--- src/rtl/core/psm_pkg.sv ---
package psm_pkg;

  // width of one pass of the shared multiplier
  localparam int unsigned MUL_W = 32;

  // widest data word the multiply-accumulate unit handles
  localparam int unsigned WORD_W = 64;

  // request from the sequencer to the multiply-accumulate unit
  typedef struct packed {
    logic start;  // begin one wrapped product
    logic clear;  // zero the accumulator before adding the product
  } mac_req_t;

endpackage

--- src/rtl/core/psm_mac.sv ---
module psm_mac
  import psm_pkg::*;
#(
  parameter int unsigned DATA_BITS = 64
) (
  input  logic                 clk_i,
  input  logic                 rst_ni,
  input  mac_req_t             req_i,
  input  logic [DATA_BITS-1:0] op_a_i,
  input  logic [DATA_BITS-1:0] op_b_i,
  output logic                 done_o,
  output logic [DATA_BITS-1:0] acc_o
);

  logic                 busy_q, busy_d;
  logic [1:0]           phase_q, phase_d;
  logic                 done_q, done_d;
  logic [DATA_BITS-1:0] acc_q, acc_d;
  logic [WORD_W-1:0]    prod_q, prod_d;

  logic [WORD_W-1:0]    a_wide, b_wide;
  logic [MUL_W-1:0]     mul_x, mul_y;
  logic [WORD_W-1:0]    addend, sum_wide;

  assign a_wide = WORD_W'(op_a_i);
  assign b_wide = WORD_W'(op_b_i);

  // low x low, then the two cross terms; high x high falls off the top
  always_comb begin
    case (phase_q)
      2'd1: begin
        mul_x = a_wide[WORD_W-1:MUL_W];
        mul_y = b_wide[MUL_W-1:0];
      end
      2'd2: begin
        mul_x = a_wide[MUL_W-1:0];
        mul_y = b_wide[WORD_W-1:MUL_W];
      end
      default: begin
        mul_x = a_wide[MUL_W-1:0];
        mul_y = b_wide[MUL_W-1:0];
      end
    endcase
  end

  assign prod_d   = WORD_W'(mul_x) * WORD_W'(mul_y);
  assign addend   = (phase_q == 2'd1) ? prod_q
                                      : {prod_q[MUL_W-1:0], {MUL_W{1'b0}}};
  assign sum_wide = WORD_W'(acc_q) + addend;

  always_comb begin
    busy_d  = busy_q;
    phase_d = phase_q;
    done_d  = 1'b0;
    acc_d   = acc_q;
    if (req_i.start) begin
      busy_d  = 1'b1;
      phase_d = 2'd0;
      if (req_i.clear) begin
        acc_d = '0;
      end
    end else if (busy_q) begin
      phase_d = phase_q + 2'd1;
      if (phase_q != 2'd0) begin
        acc_d = sum_wide[DATA_BITS-1:0];
      end
      if (phase_q == 2'd3) begin
        busy_d = 1'b0;
        done_d = 1'b1;
      end
    end
  end

  always_ff @(posedge clk_i or negedge rst_ni) begin
    if (!rst_ni) begin
      busy_q  <= 1'b0;
      phase_q <= 2'd0;
      done_q  <= 1'b0;
    end else begin
      busy_q  <= busy_d;
      phase_q <= phase_d;
      done_q  <= done_d;
    end
  end

  always_ff @(posedge clk_i) begin
    acc_q  <= acc_d;
    prod_q <= prod_d;
  end

  assign done_o = done_q;
  assign acc_o  = acc_q;

endmodule

--- src/rtl/core/power_sum_by_matrix_power_core.sv ---
// Returns s(n) = a^n + b^n from p = a+b (sum_ab), q = a*b (product_ab) and
// n (exponent), wrapped to DATA_BITS-bit two's complement and sign-extended
// to 64 bits; n = 0 gives 2 and n = 1 gives p. The matrix [[p,-q],[1,0]] is
// raised to n-1 by square-and-multiply over the low EXP_BITS exponent bits,
// and the result is p*R00 + 2*R01. Every product goes through one shared
// 32x32 multiplier in three passes (the high-by-high term falls off the
// top), and one 2x2 matrix product is eight wrapped products plus a decision
// and a commit step. After the input transfer an item takes one matrix
// product per set bit of n-1 plus one per bit position below its top bit,
// then the final combine and the output handoff; n = 0 goes straight to
// the output handoff. One item is worked at a time; in_ready_o is high only
// while the sequencer is idle, but a finished result held in the output
// register does not block the next transfer in.
module power_sum_by_matrix_power_core
  import psm_pkg::*;
#(
  parameter int unsigned DATA_BITS = 64,
  parameter int unsigned EXP_BITS  = 63
) (
  input  logic               clk_i,
  input  logic               rst_ni,
  // input channel
  input  logic               in_valid_i,
  output logic               in_ready_o,
  input  logic signed [31:0] sum_ab_i,
  input  logic signed [31:0] product_ab_i,
  input  logic [62:0]        exponent_i,
  // output channel
  output logic               out_valid_o,
  input  logic               out_ready_i,
  output logic signed [63:0] power_sum_o
);

  // sequencer states
  typedef enum logic [5:0] {
    ST_IDLE   = 6'b000001,  // waiting for an input transfer
    ST_LOOP   = 6'b000010,  // pick the next matrix operation
    ST_ISSUE  = 6'b000100,  // launch one product on the shared unit
    ST_WAIT   = 6'b001000,  // wait for the product to land
    ST_COMMIT = 6'b010000,  // copy the scratch matrix to its destination
    ST_OUT    = 6'b100000   // hand the result to the output register
  } state_e;

  // which operation the product index walks through
  typedef enum logic [2:0] {
    MODE_MULA  = 3'b001,  // acc = acc * base
    MODE_SQR   = 3'b010,  // base = base * base
    MODE_FINAL = 3'b100   // res = p*acc00 + 2*acc01
  } mode_e;

  localparam logic [DATA_BITS-1:0] ONE = DATA_BITS'(1);
  localparam logic [DATA_BITS-1:0] TWO = DATA_BITS'(2);

  state_e state_q, state_d;
  mode_e  mode_q, mode_d;

  // product index: bit 2 is the row, bit 1 the column, bit 0 the inner term
  logic [2:0]          idx_q, idx_d;
  logic [EXP_BITS-1:0] k_q, k_d;

  logic                out_valid_q, out_valid_d;
  logic [DATA_BITS-1:0] out_data_q;

  // payload: p, the accumulated power, the squared base, scratch, result
  logic [DATA_BITS-1:0] p_q, p_d;
  logic [DATA_BITS-1:0] a00_q, a01_q, a10_q, a11_q;
  logic [DATA_BITS-1:0] a00_d, a01_d, a10_d, a11_d;
  logic [DATA_BITS-1:0] b00_q, b01_q, b10_q, b11_q;
  logic [DATA_BITS-1:0] b00_d, b01_d, b10_d, b11_d;
  logic [DATA_BITS-1:0] t00_q, t01_q, t10_q, t11_q;
  logic [DATA_BITS-1:0] t00_d, t01_d, t10_d, t11_d;
  logic [DATA_BITS-1:0] res_q, res_d;

  logic                 in_xfer;
  logic [EXP_BITS-1:0]  n_low;

  mac_req_t             mac_req;
  logic [DATA_BITS-1:0] op_a, op_b;
  logic                 mac_done;
  logic [DATA_BITS-1:0] mac_acc;

  // left operand row, right operand column
  logic [DATA_BITS-1:0] x_r0, x_r1, y_c0, y_c1;

  assign in_ready_o = (state_q == ST_IDLE);
  assign in_xfer    = in_valid_i && in_ready_o;
  assign n_low      = exponent_i[EXP_BITS-1:0];

  // operand selection for the shared unit
  always_comb begin
    // row idx[2] of the left matrix
    if (mode_q == MODE_SQR) begin
      x_r0 = idx_q[2] ? b10_q : b00_q;
      x_r1 = idx_q[2] ? b11_q : b01_q;
    end else begin
      x_r0 = idx_q[2] ? a10_q : a00_q;
      x_r1 = idx_q[2] ? a11_q : a01_q;
    end
    // column idx[1] of the base
    y_c0 = idx_q[1] ? b01_q : b00_q;
    y_c1 = idx_q[1] ? b11_q : b10_q;

    if (mode_q == MODE_FINAL) begin
      op_a = idx_q[0] ? TWO : p_q;
      op_b = idx_q[0] ? a01_q : a00_q;
    end else begin
      op_a = idx_q[0] ? x_r1 : x_r0;
      op_b = idx_q[0] ? y_c1 : y_c0;
    end
  end

  // each product starts a fresh sum on its first inner term
  assign mac_req.start = (state_q == ST_ISSUE);
  assign mac_req.clear = !idx_q[0];

  psm_mac #(
    .DATA_BITS (DATA_BITS)
  ) u_mac (
    .clk_i  (clk_i),
    .rst_ni (rst_ni),
    .req_i  (mac_req),
    .op_a_i (op_a),
    .op_b_i (op_b),
    .done_o (mac_done),
    .acc_o  (mac_acc)
  );

  // sequencer
  always_comb begin
    state_d     = state_q;
    mode_d      = mode_q;
    idx_d       = idx_q;
    k_d         = k_q;
    out_valid_d = out_valid_q;
    p_d   = p_q;
    res_d = res_q;
    a00_d = a00_q; a01_d = a01_q; a10_d = a10_q; a11_d = a11_q;
    b00_d = b00_q; b01_d = b01_q; b10_d = b10_q; b11_d = b11_q;
    t00_d = t00_q; t01_d = t01_q; t10_d = t10_q; t11_d = t11_q;

    // output register drains independently of the sequencer
    if (out_valid_q && out_ready_i) begin
      out_valid_d = 1'b0;
    end

    unique case (state_q)
      ST_IDLE: begin
        if (in_xfer) begin
          p_d   = DATA_BITS'(sum_ab_i);
          a00_d = ONE;
          a01_d = '0;
          a10_d = '0;
          a11_d = ONE;
          b00_d = DATA_BITS'(sum_ab_i);
          b01_d = DATA_BITS'(0) - DATA_BITS'(product_ab_i);
          b10_d = ONE;
          b11_d = '0;
          k_d   = n_low - EXP_BITS'(1);
          if (n_low == '0) begin
            // zero exponent: a^0 + b^0
            res_d   = TWO;
            state_d = ST_OUT;
          end else begin
            state_d = ST_LOOP;
          end
        end
      end

      ST_LOOP: begin
        idx_d   = 3'd0;
        state_d = ST_ISSUE;
        if (k_q == '0) begin
          mode_d = MODE_FINAL;
        end else if (k_q[0]) begin
          mode_d = MODE_MULA;
        end else begin
          // even and nonzero, so the square is still needed
          mode_d = MODE_SQR;
        end
      end

      ST_ISSUE: begin
        state_d = ST_WAIT;
      end

      ST_WAIT: begin
        if (mac_done) begin
          if (mode_q == MODE_FINAL) begin
            if (idx_q[0]) begin
              res_d   = mac_acc;
              state_d = ST_OUT;
            end else begin
              idx_d   = 3'd1;
              state_d = ST_ISSUE;
            end
          end else begin
            if (idx_q[0]) begin
              case (idx_q[2:1])
                2'd0:    t00_d = mac_acc;
                2'd1:    t01_d = mac_acc;
                2'd2:    t10_d = mac_acc;
                default: t11_d = mac_acc;
              endcase
            end
            if (idx_q == 3'd7) begin
              state_d = ST_COMMIT;
            end else begin
              idx_d   = idx_q + 3'd1;
              state_d = ST_ISSUE;
            end
          end
        end
      end

      ST_COMMIT: begin
        if (mode_q == MODE_MULA) begin
          a00_d = t00_q; a01_d = t01_q; a10_d = t10_q; a11_d = t11_q;
          k_d   = k_q & ~EXP_BITS'(1);
        end else begin
          b00_d = t00_q; b01_d = t01_q; b10_d = t10_q; b11_d = t11_q;
          k_d   = k_q >> 1;
        end
        state_d = ST_LOOP;
      end

      ST_OUT: begin
        // wait until the output register is free or being emptied
        if (!out_valid_q || out_ready_i) begin
          out_valid_d = 1'b1;
          state_d     = ST_IDLE;
        end
      end

      default: begin
        state_d = ST_IDLE;
      end
    endcase
  end

  always_ff @(posedge clk_i or negedge rst_ni) begin
    if (!rst_ni) begin
      state_q     <= ST_IDLE;
      mode_q      <= MODE_FINAL;
      idx_q       <= 3'd0;
      k_q         <= '0;
      out_valid_q <= 1'b0;
    end else begin
      state_q     <= state_d;
      mode_q      <= mode_d;
      idx_q       <= idx_d;
      k_q         <= k_d;
      out_valid_q <= out_valid_d;
    end
  end

  always_ff @(posedge clk_i) begin
    p_q   <= p_d;
    res_q <= res_d;
    a00_q <= a00_d; a01_q <= a01_d; a10_q <= a10_d; a11_q <= a11_d;
    b00_q <= b00_d; b01_q <= b01_d; b10_q <= b10_d; b11_q <= b11_d;
    t00_q <= t00_d; t01_q <= t01_d; t10_q <= t10_d; t11_q <= t11_d;
    if (state_q == ST_OUT && (!out_valid_q || out_ready_i)) begin
      out_data_q <= res_q;
    end
  end

  assign out_valid_o = out_valid_q;
  assign power_sum_o = WORD_W'($signed(out_data_q));

endmodule

--- config.mk ---
export PLATFORM = sky130hd
export DESIGN_NAME = power_sum_by_matrix_power_core
export DESIGN_NICKNAME = d
export VERILOG_FILES = /design/src/rtl/core/psm_pkg.sv /design/src/rtl/core/psm_mac.sv /design/src/rtl/core/power_sum_by_matrix_power_core.sv
export SDC_FILE = /design/constraint.sdc
export NUM_CORES = 2
export LEC_CHECK = 0
export ABC_AREA = 1
export BUFFER_PORTS_ARGS = -buffer_cell sky130_fd_sc_hd__buf_2
export CAP_MARGIN = 30
export CORE_ASPECT_RATIO = 1.25
export CORE_MARGIN = 4
export CORE_UTILIZATION = 45
export DETAILED_ROUTE_END_ITERATION = 10
export PLACE_DENSITY_LB_ADDON = 0.15
export SLEW_MARGIN = 15
export SYNTH_ARGS = -nofsm -noshare
export SYNTH_HDL_FRONTEND = slang
export SYNTH_SLANG_ARGS = --single-unit
--- constraint.sdc ---
create_clock -name clk_i -period 22.5 [get_ports clk_i]
set_input_delay 3.375 -clock clk_i [delete_from_list [all_inputs] [get_ports clk_i]]
set_output_delay 3.375 -clock clk_i [all_outputs]
set_load 0.02 [all_outputs]
==> summary.md <==
| Metric | Value |
|---|---|
| Fin crit share | `51.1%` |
| Total track usage | `34.1%` |
| CORE AREA | `199000 um2` |
| Net Count, Synth | `12000` |
| Worst R2R End | `u_mac.prod_q[46]` |
| Die width | `409 um` |
| Post-route ant nets | `0` |
| Number of synthesized flops with an enable pin | `992` |
| CTS Hold Bufs | `0` |
| Setup TNS Final | `0 ns` |
| Post-cts resize count | `0` |
| Remaining DRCs | `0` |
| Worst Skew | `0.0986 ns` |
| Initial antenna violation count | `22` |
| Synth warn | `0` |
| Post-place setup slack | `11.28 ns` |
| Metal-1 WL | `136 mm` |
| Max layer used | `met5` |
| Share of cells above drive strength 1 | `5.75%` |
| CTS Buf Count | `117` |
| Fin. Hold Viols | `0` |
| Die Ht | `509 um` |
| Wire length per cell | `26.7 um` |
| Crit path buffers/inverters | `7` |
| Clock buffer depth | `3` |
| Crit path max-delay family | `adder cells` |
| CTS tree | `yes` |
| R2R depth | `33` |
| Outcome | `finished clean` |
| Dpl cells | `13100` |
| Ys async rst share | `7.04%` |
| Worst r2r src | `idx_q[2]` |
| Clock slew at reported path FFs | `0.06 ns` |
| Min-Delay Endpoint | `power_sum_o[0]` |
| DR WL met2 | `166 mm` |
| Final setup margin | `11.01 ns` |
| CTS Root Cell | `clkbuf_16` |
| DR vias | `74300` |
| Area Growth Syn to Fin | `8.16%` |
| R2R Setup Slk | `11.01 ns` |
| Worst EP arrival | `12.08 ns` |
| Top_reg_cell synth | `edfxtp_1` |
| Drt pass-1 iters | `6` |
| H-tree depth | `3` |
| Num rows | `183` |
| Grt ovf | `0` |
| #FFs+latches synth | `1136` |
| Setup CP Type | `reg -> reg` |
| Vias in the first global route | `74900` |
| Postcts setup bufs | `0` |
| CP Max Fanout | `66` |
| Final setup vio count | `0` |
| WHS Path Cells | `0` |
| Post-Synthesis Cells | `10600` |
| Die area | `208000 um2` |
| Type of origin of the critical path | `register` |
| Period minus WS final | `11.49 ns` |
| Nets | `12000` |
| Initial Utilization | `45.3%` |
| Global-route wire length before repair | `515 mm` |
| Sequential share of the synthesized area | `36.6%` |
| HPWL Detailed | `269 mm` |
| Clk_lat worst skew | `0.80 ns` |
| RePlAce Congestion | `1.02` |
| Tightest Pin Transition | `1.21 ns` |
| Pin count of the biggest net entering global routing | `174` |
| RSZ-0062 raised after global routing | `false` |
| 1st-iter DRT viols | `7049` |
| Fin. max-slew vios | `0` |
| Max Cap Viol | `0` |
| Worst hold start | `res_q[0]` |
| Min-Delay Path Class | `reg -> reg` |
| Average vias per placed instance | `5.56` |
| Mapped cell area | `90300 um2` |
| Final std cells w/o fill | `13400` |
| Met3 WL post-DR | `28.9 mm` |
| DRT Wirelength | `356 mm` |
| Setup crit end kind | `register` |
| # port buffers | `196` |
| Syn Area/Cell | `8.49 um2` |
| Fmax achieved | `87.0 MHz` |
| # clock sinks | `1136` |
| IO Count | `197` |
| Max incr delay on CP | `0.79 ns` |
| Critical Path RT | `23.09 ns` |
| Critical-path top delay cell | `buf_4` |
| Filler cells | `19400` |
| Synth unique cells | `61` |
| Slew headroom | `19.2%` |
-- worst max path at each step --
stage	startpoint	to	cells past startpoint
3_5_place_dp	idx_q[2]	u_mac.prod_q[46]	33
6_report	idx_q[2]	u_mac.prod_q[46]	33
5_1_grt	idx_q[2]	u_mac.prod_q[46]	34
3_3_place_gp	idx_q[2]	u_mac.prod_q[46]	33
4_1_cts	idx_q[2]	u_mac.prod_q[46]	33
2_1_floorplan	in_valid_i	a00_q[0]	5
-- area by class of cell --
cell class | instances | area (um2) | area share, %
clock buffer | 155 | 3170 | 3.25
clock inverter | 65 | 726 | 0.743
inverter | 1989 | 7490 | 7.67
sequential | 1136 | 33100 | 33.9
multi-input combinational | 7075 | 47600 | 48.8
tap | 2590 | 3240 | 3.32
antenna | 21 | 52.6 | 0.0538
timing repair buffer | 342 | 2280 | 2.34
-- Yosys cell counts (27+ instances only) --
cell type	instances	share of area, %
o21ai_0	446	2.5
buf_4	71	0.59
o211ai_1	27	0.22
dfrtp_1	78	2.2
nor2_1	1816	7.5
a21oi_1	488	2.7
inv_1	1948	8.1
fa_1	897	20
inv_2	33	0.14
nor4_1	28	0.19
xor2_1	72	0.70
ha_1	334	4.6
dfxtp_1	64	1.4
edfxtp_1	992	33
nand4_1	44	0.30
buf_2	215	1.2
o21bai_1	31	0.26
nand2_1	2276	9.5
clkbuf_1	125	0.52
nor3_1	45	0.25
nand3_1	306	1.7
o221ai_1	34	0.33
o31ai_1	58	0.48
-- kinds of logic (layout without fill, tap and decap cells) --
kind of cell	count (synthesis)	after routing	share of synthesized area [%]
AND/OR/NAND/NOR	4573	4573	19.9
flip-flops	1136	1136	36.6
buffers and inverters	2427	2551	10.8
other	0	21	0
multiplexers	3	3	0.0333
AO/OA/AOI/OAI	1176	1176	7.23
adder cells (fa/ha/maj)	1231	1231	24.5
XOR/XNOR	92	92	0.892
-- stage by stage --
stage | cell area, um2 | hold slack (ns) | util, %
after floorplan | 90300 | 0.400 | -
after global routing | 97600 | 0.406 | 49.0
after detailed placement | 93600 | 0.405 | 47.0
after CTS | 97500 | 0.404 | 48.9
after global placement | 93500 | 0.402 | 46.9
final | 97700 | 0.402 | 49.0
-- sequential cells by signal, summed over array words and instances, names as in the netlist, 6 cells and up --
signal,count
b00_q,64
p_q,32
res_q,64
t10_q,64
state_q,6
t11_q,64
t00_q,64
a01_q,64
k_q,63
a11_q,64
a10_q,64
a00_q,64
u_mac.prod_q,64
b11_q,64
b01_q,64
u_mac.acc_o,64
t01_q,64
power_sum_o,64
b10_q,64
-- layout by cell type (no fill, tap or decap), drive strengths merged, types with 5 or more instances in the layout --
cell,Yosys,layout
a22oi,17,17
o21a,9,9
o22ai,22,22
dfrtp,78,78
clkbuf,125,155
and2,7,7
a21oi,488,488
a31o,6,6
nand4,45,45
ha,334,334
inv,1985,1993
nand2,2295,2295
dfxtp,64,64
o21bai,31,31
xnor2,20,20
nor2,1820,1820
nor4,28,28
xor2,72,72
o31ai,58,58
clkinv,4,47
nor3,45,45
o221ai,35,35
or2,11,11
buf,313,342
edfxtp,992,992
o21ai,461,461
bufinv,0,9
nand3b,8,8
fa,897,897
clkinvlp,0,5
nand3,309,309
diode,0,21
o211ai,27,27
-- layer usage --
metal / GRT usage, % / up-vias
li1: - / 33100
met1: 42.5 / 37000
met2: 56.0 / 3483
met3: 6.10 / 809
met4: 19.4 / 12
met5: 0 / -
Power is not shown: default switching activity piles up to over one toggle a cycle in this logic, so the estimate is an artifact.
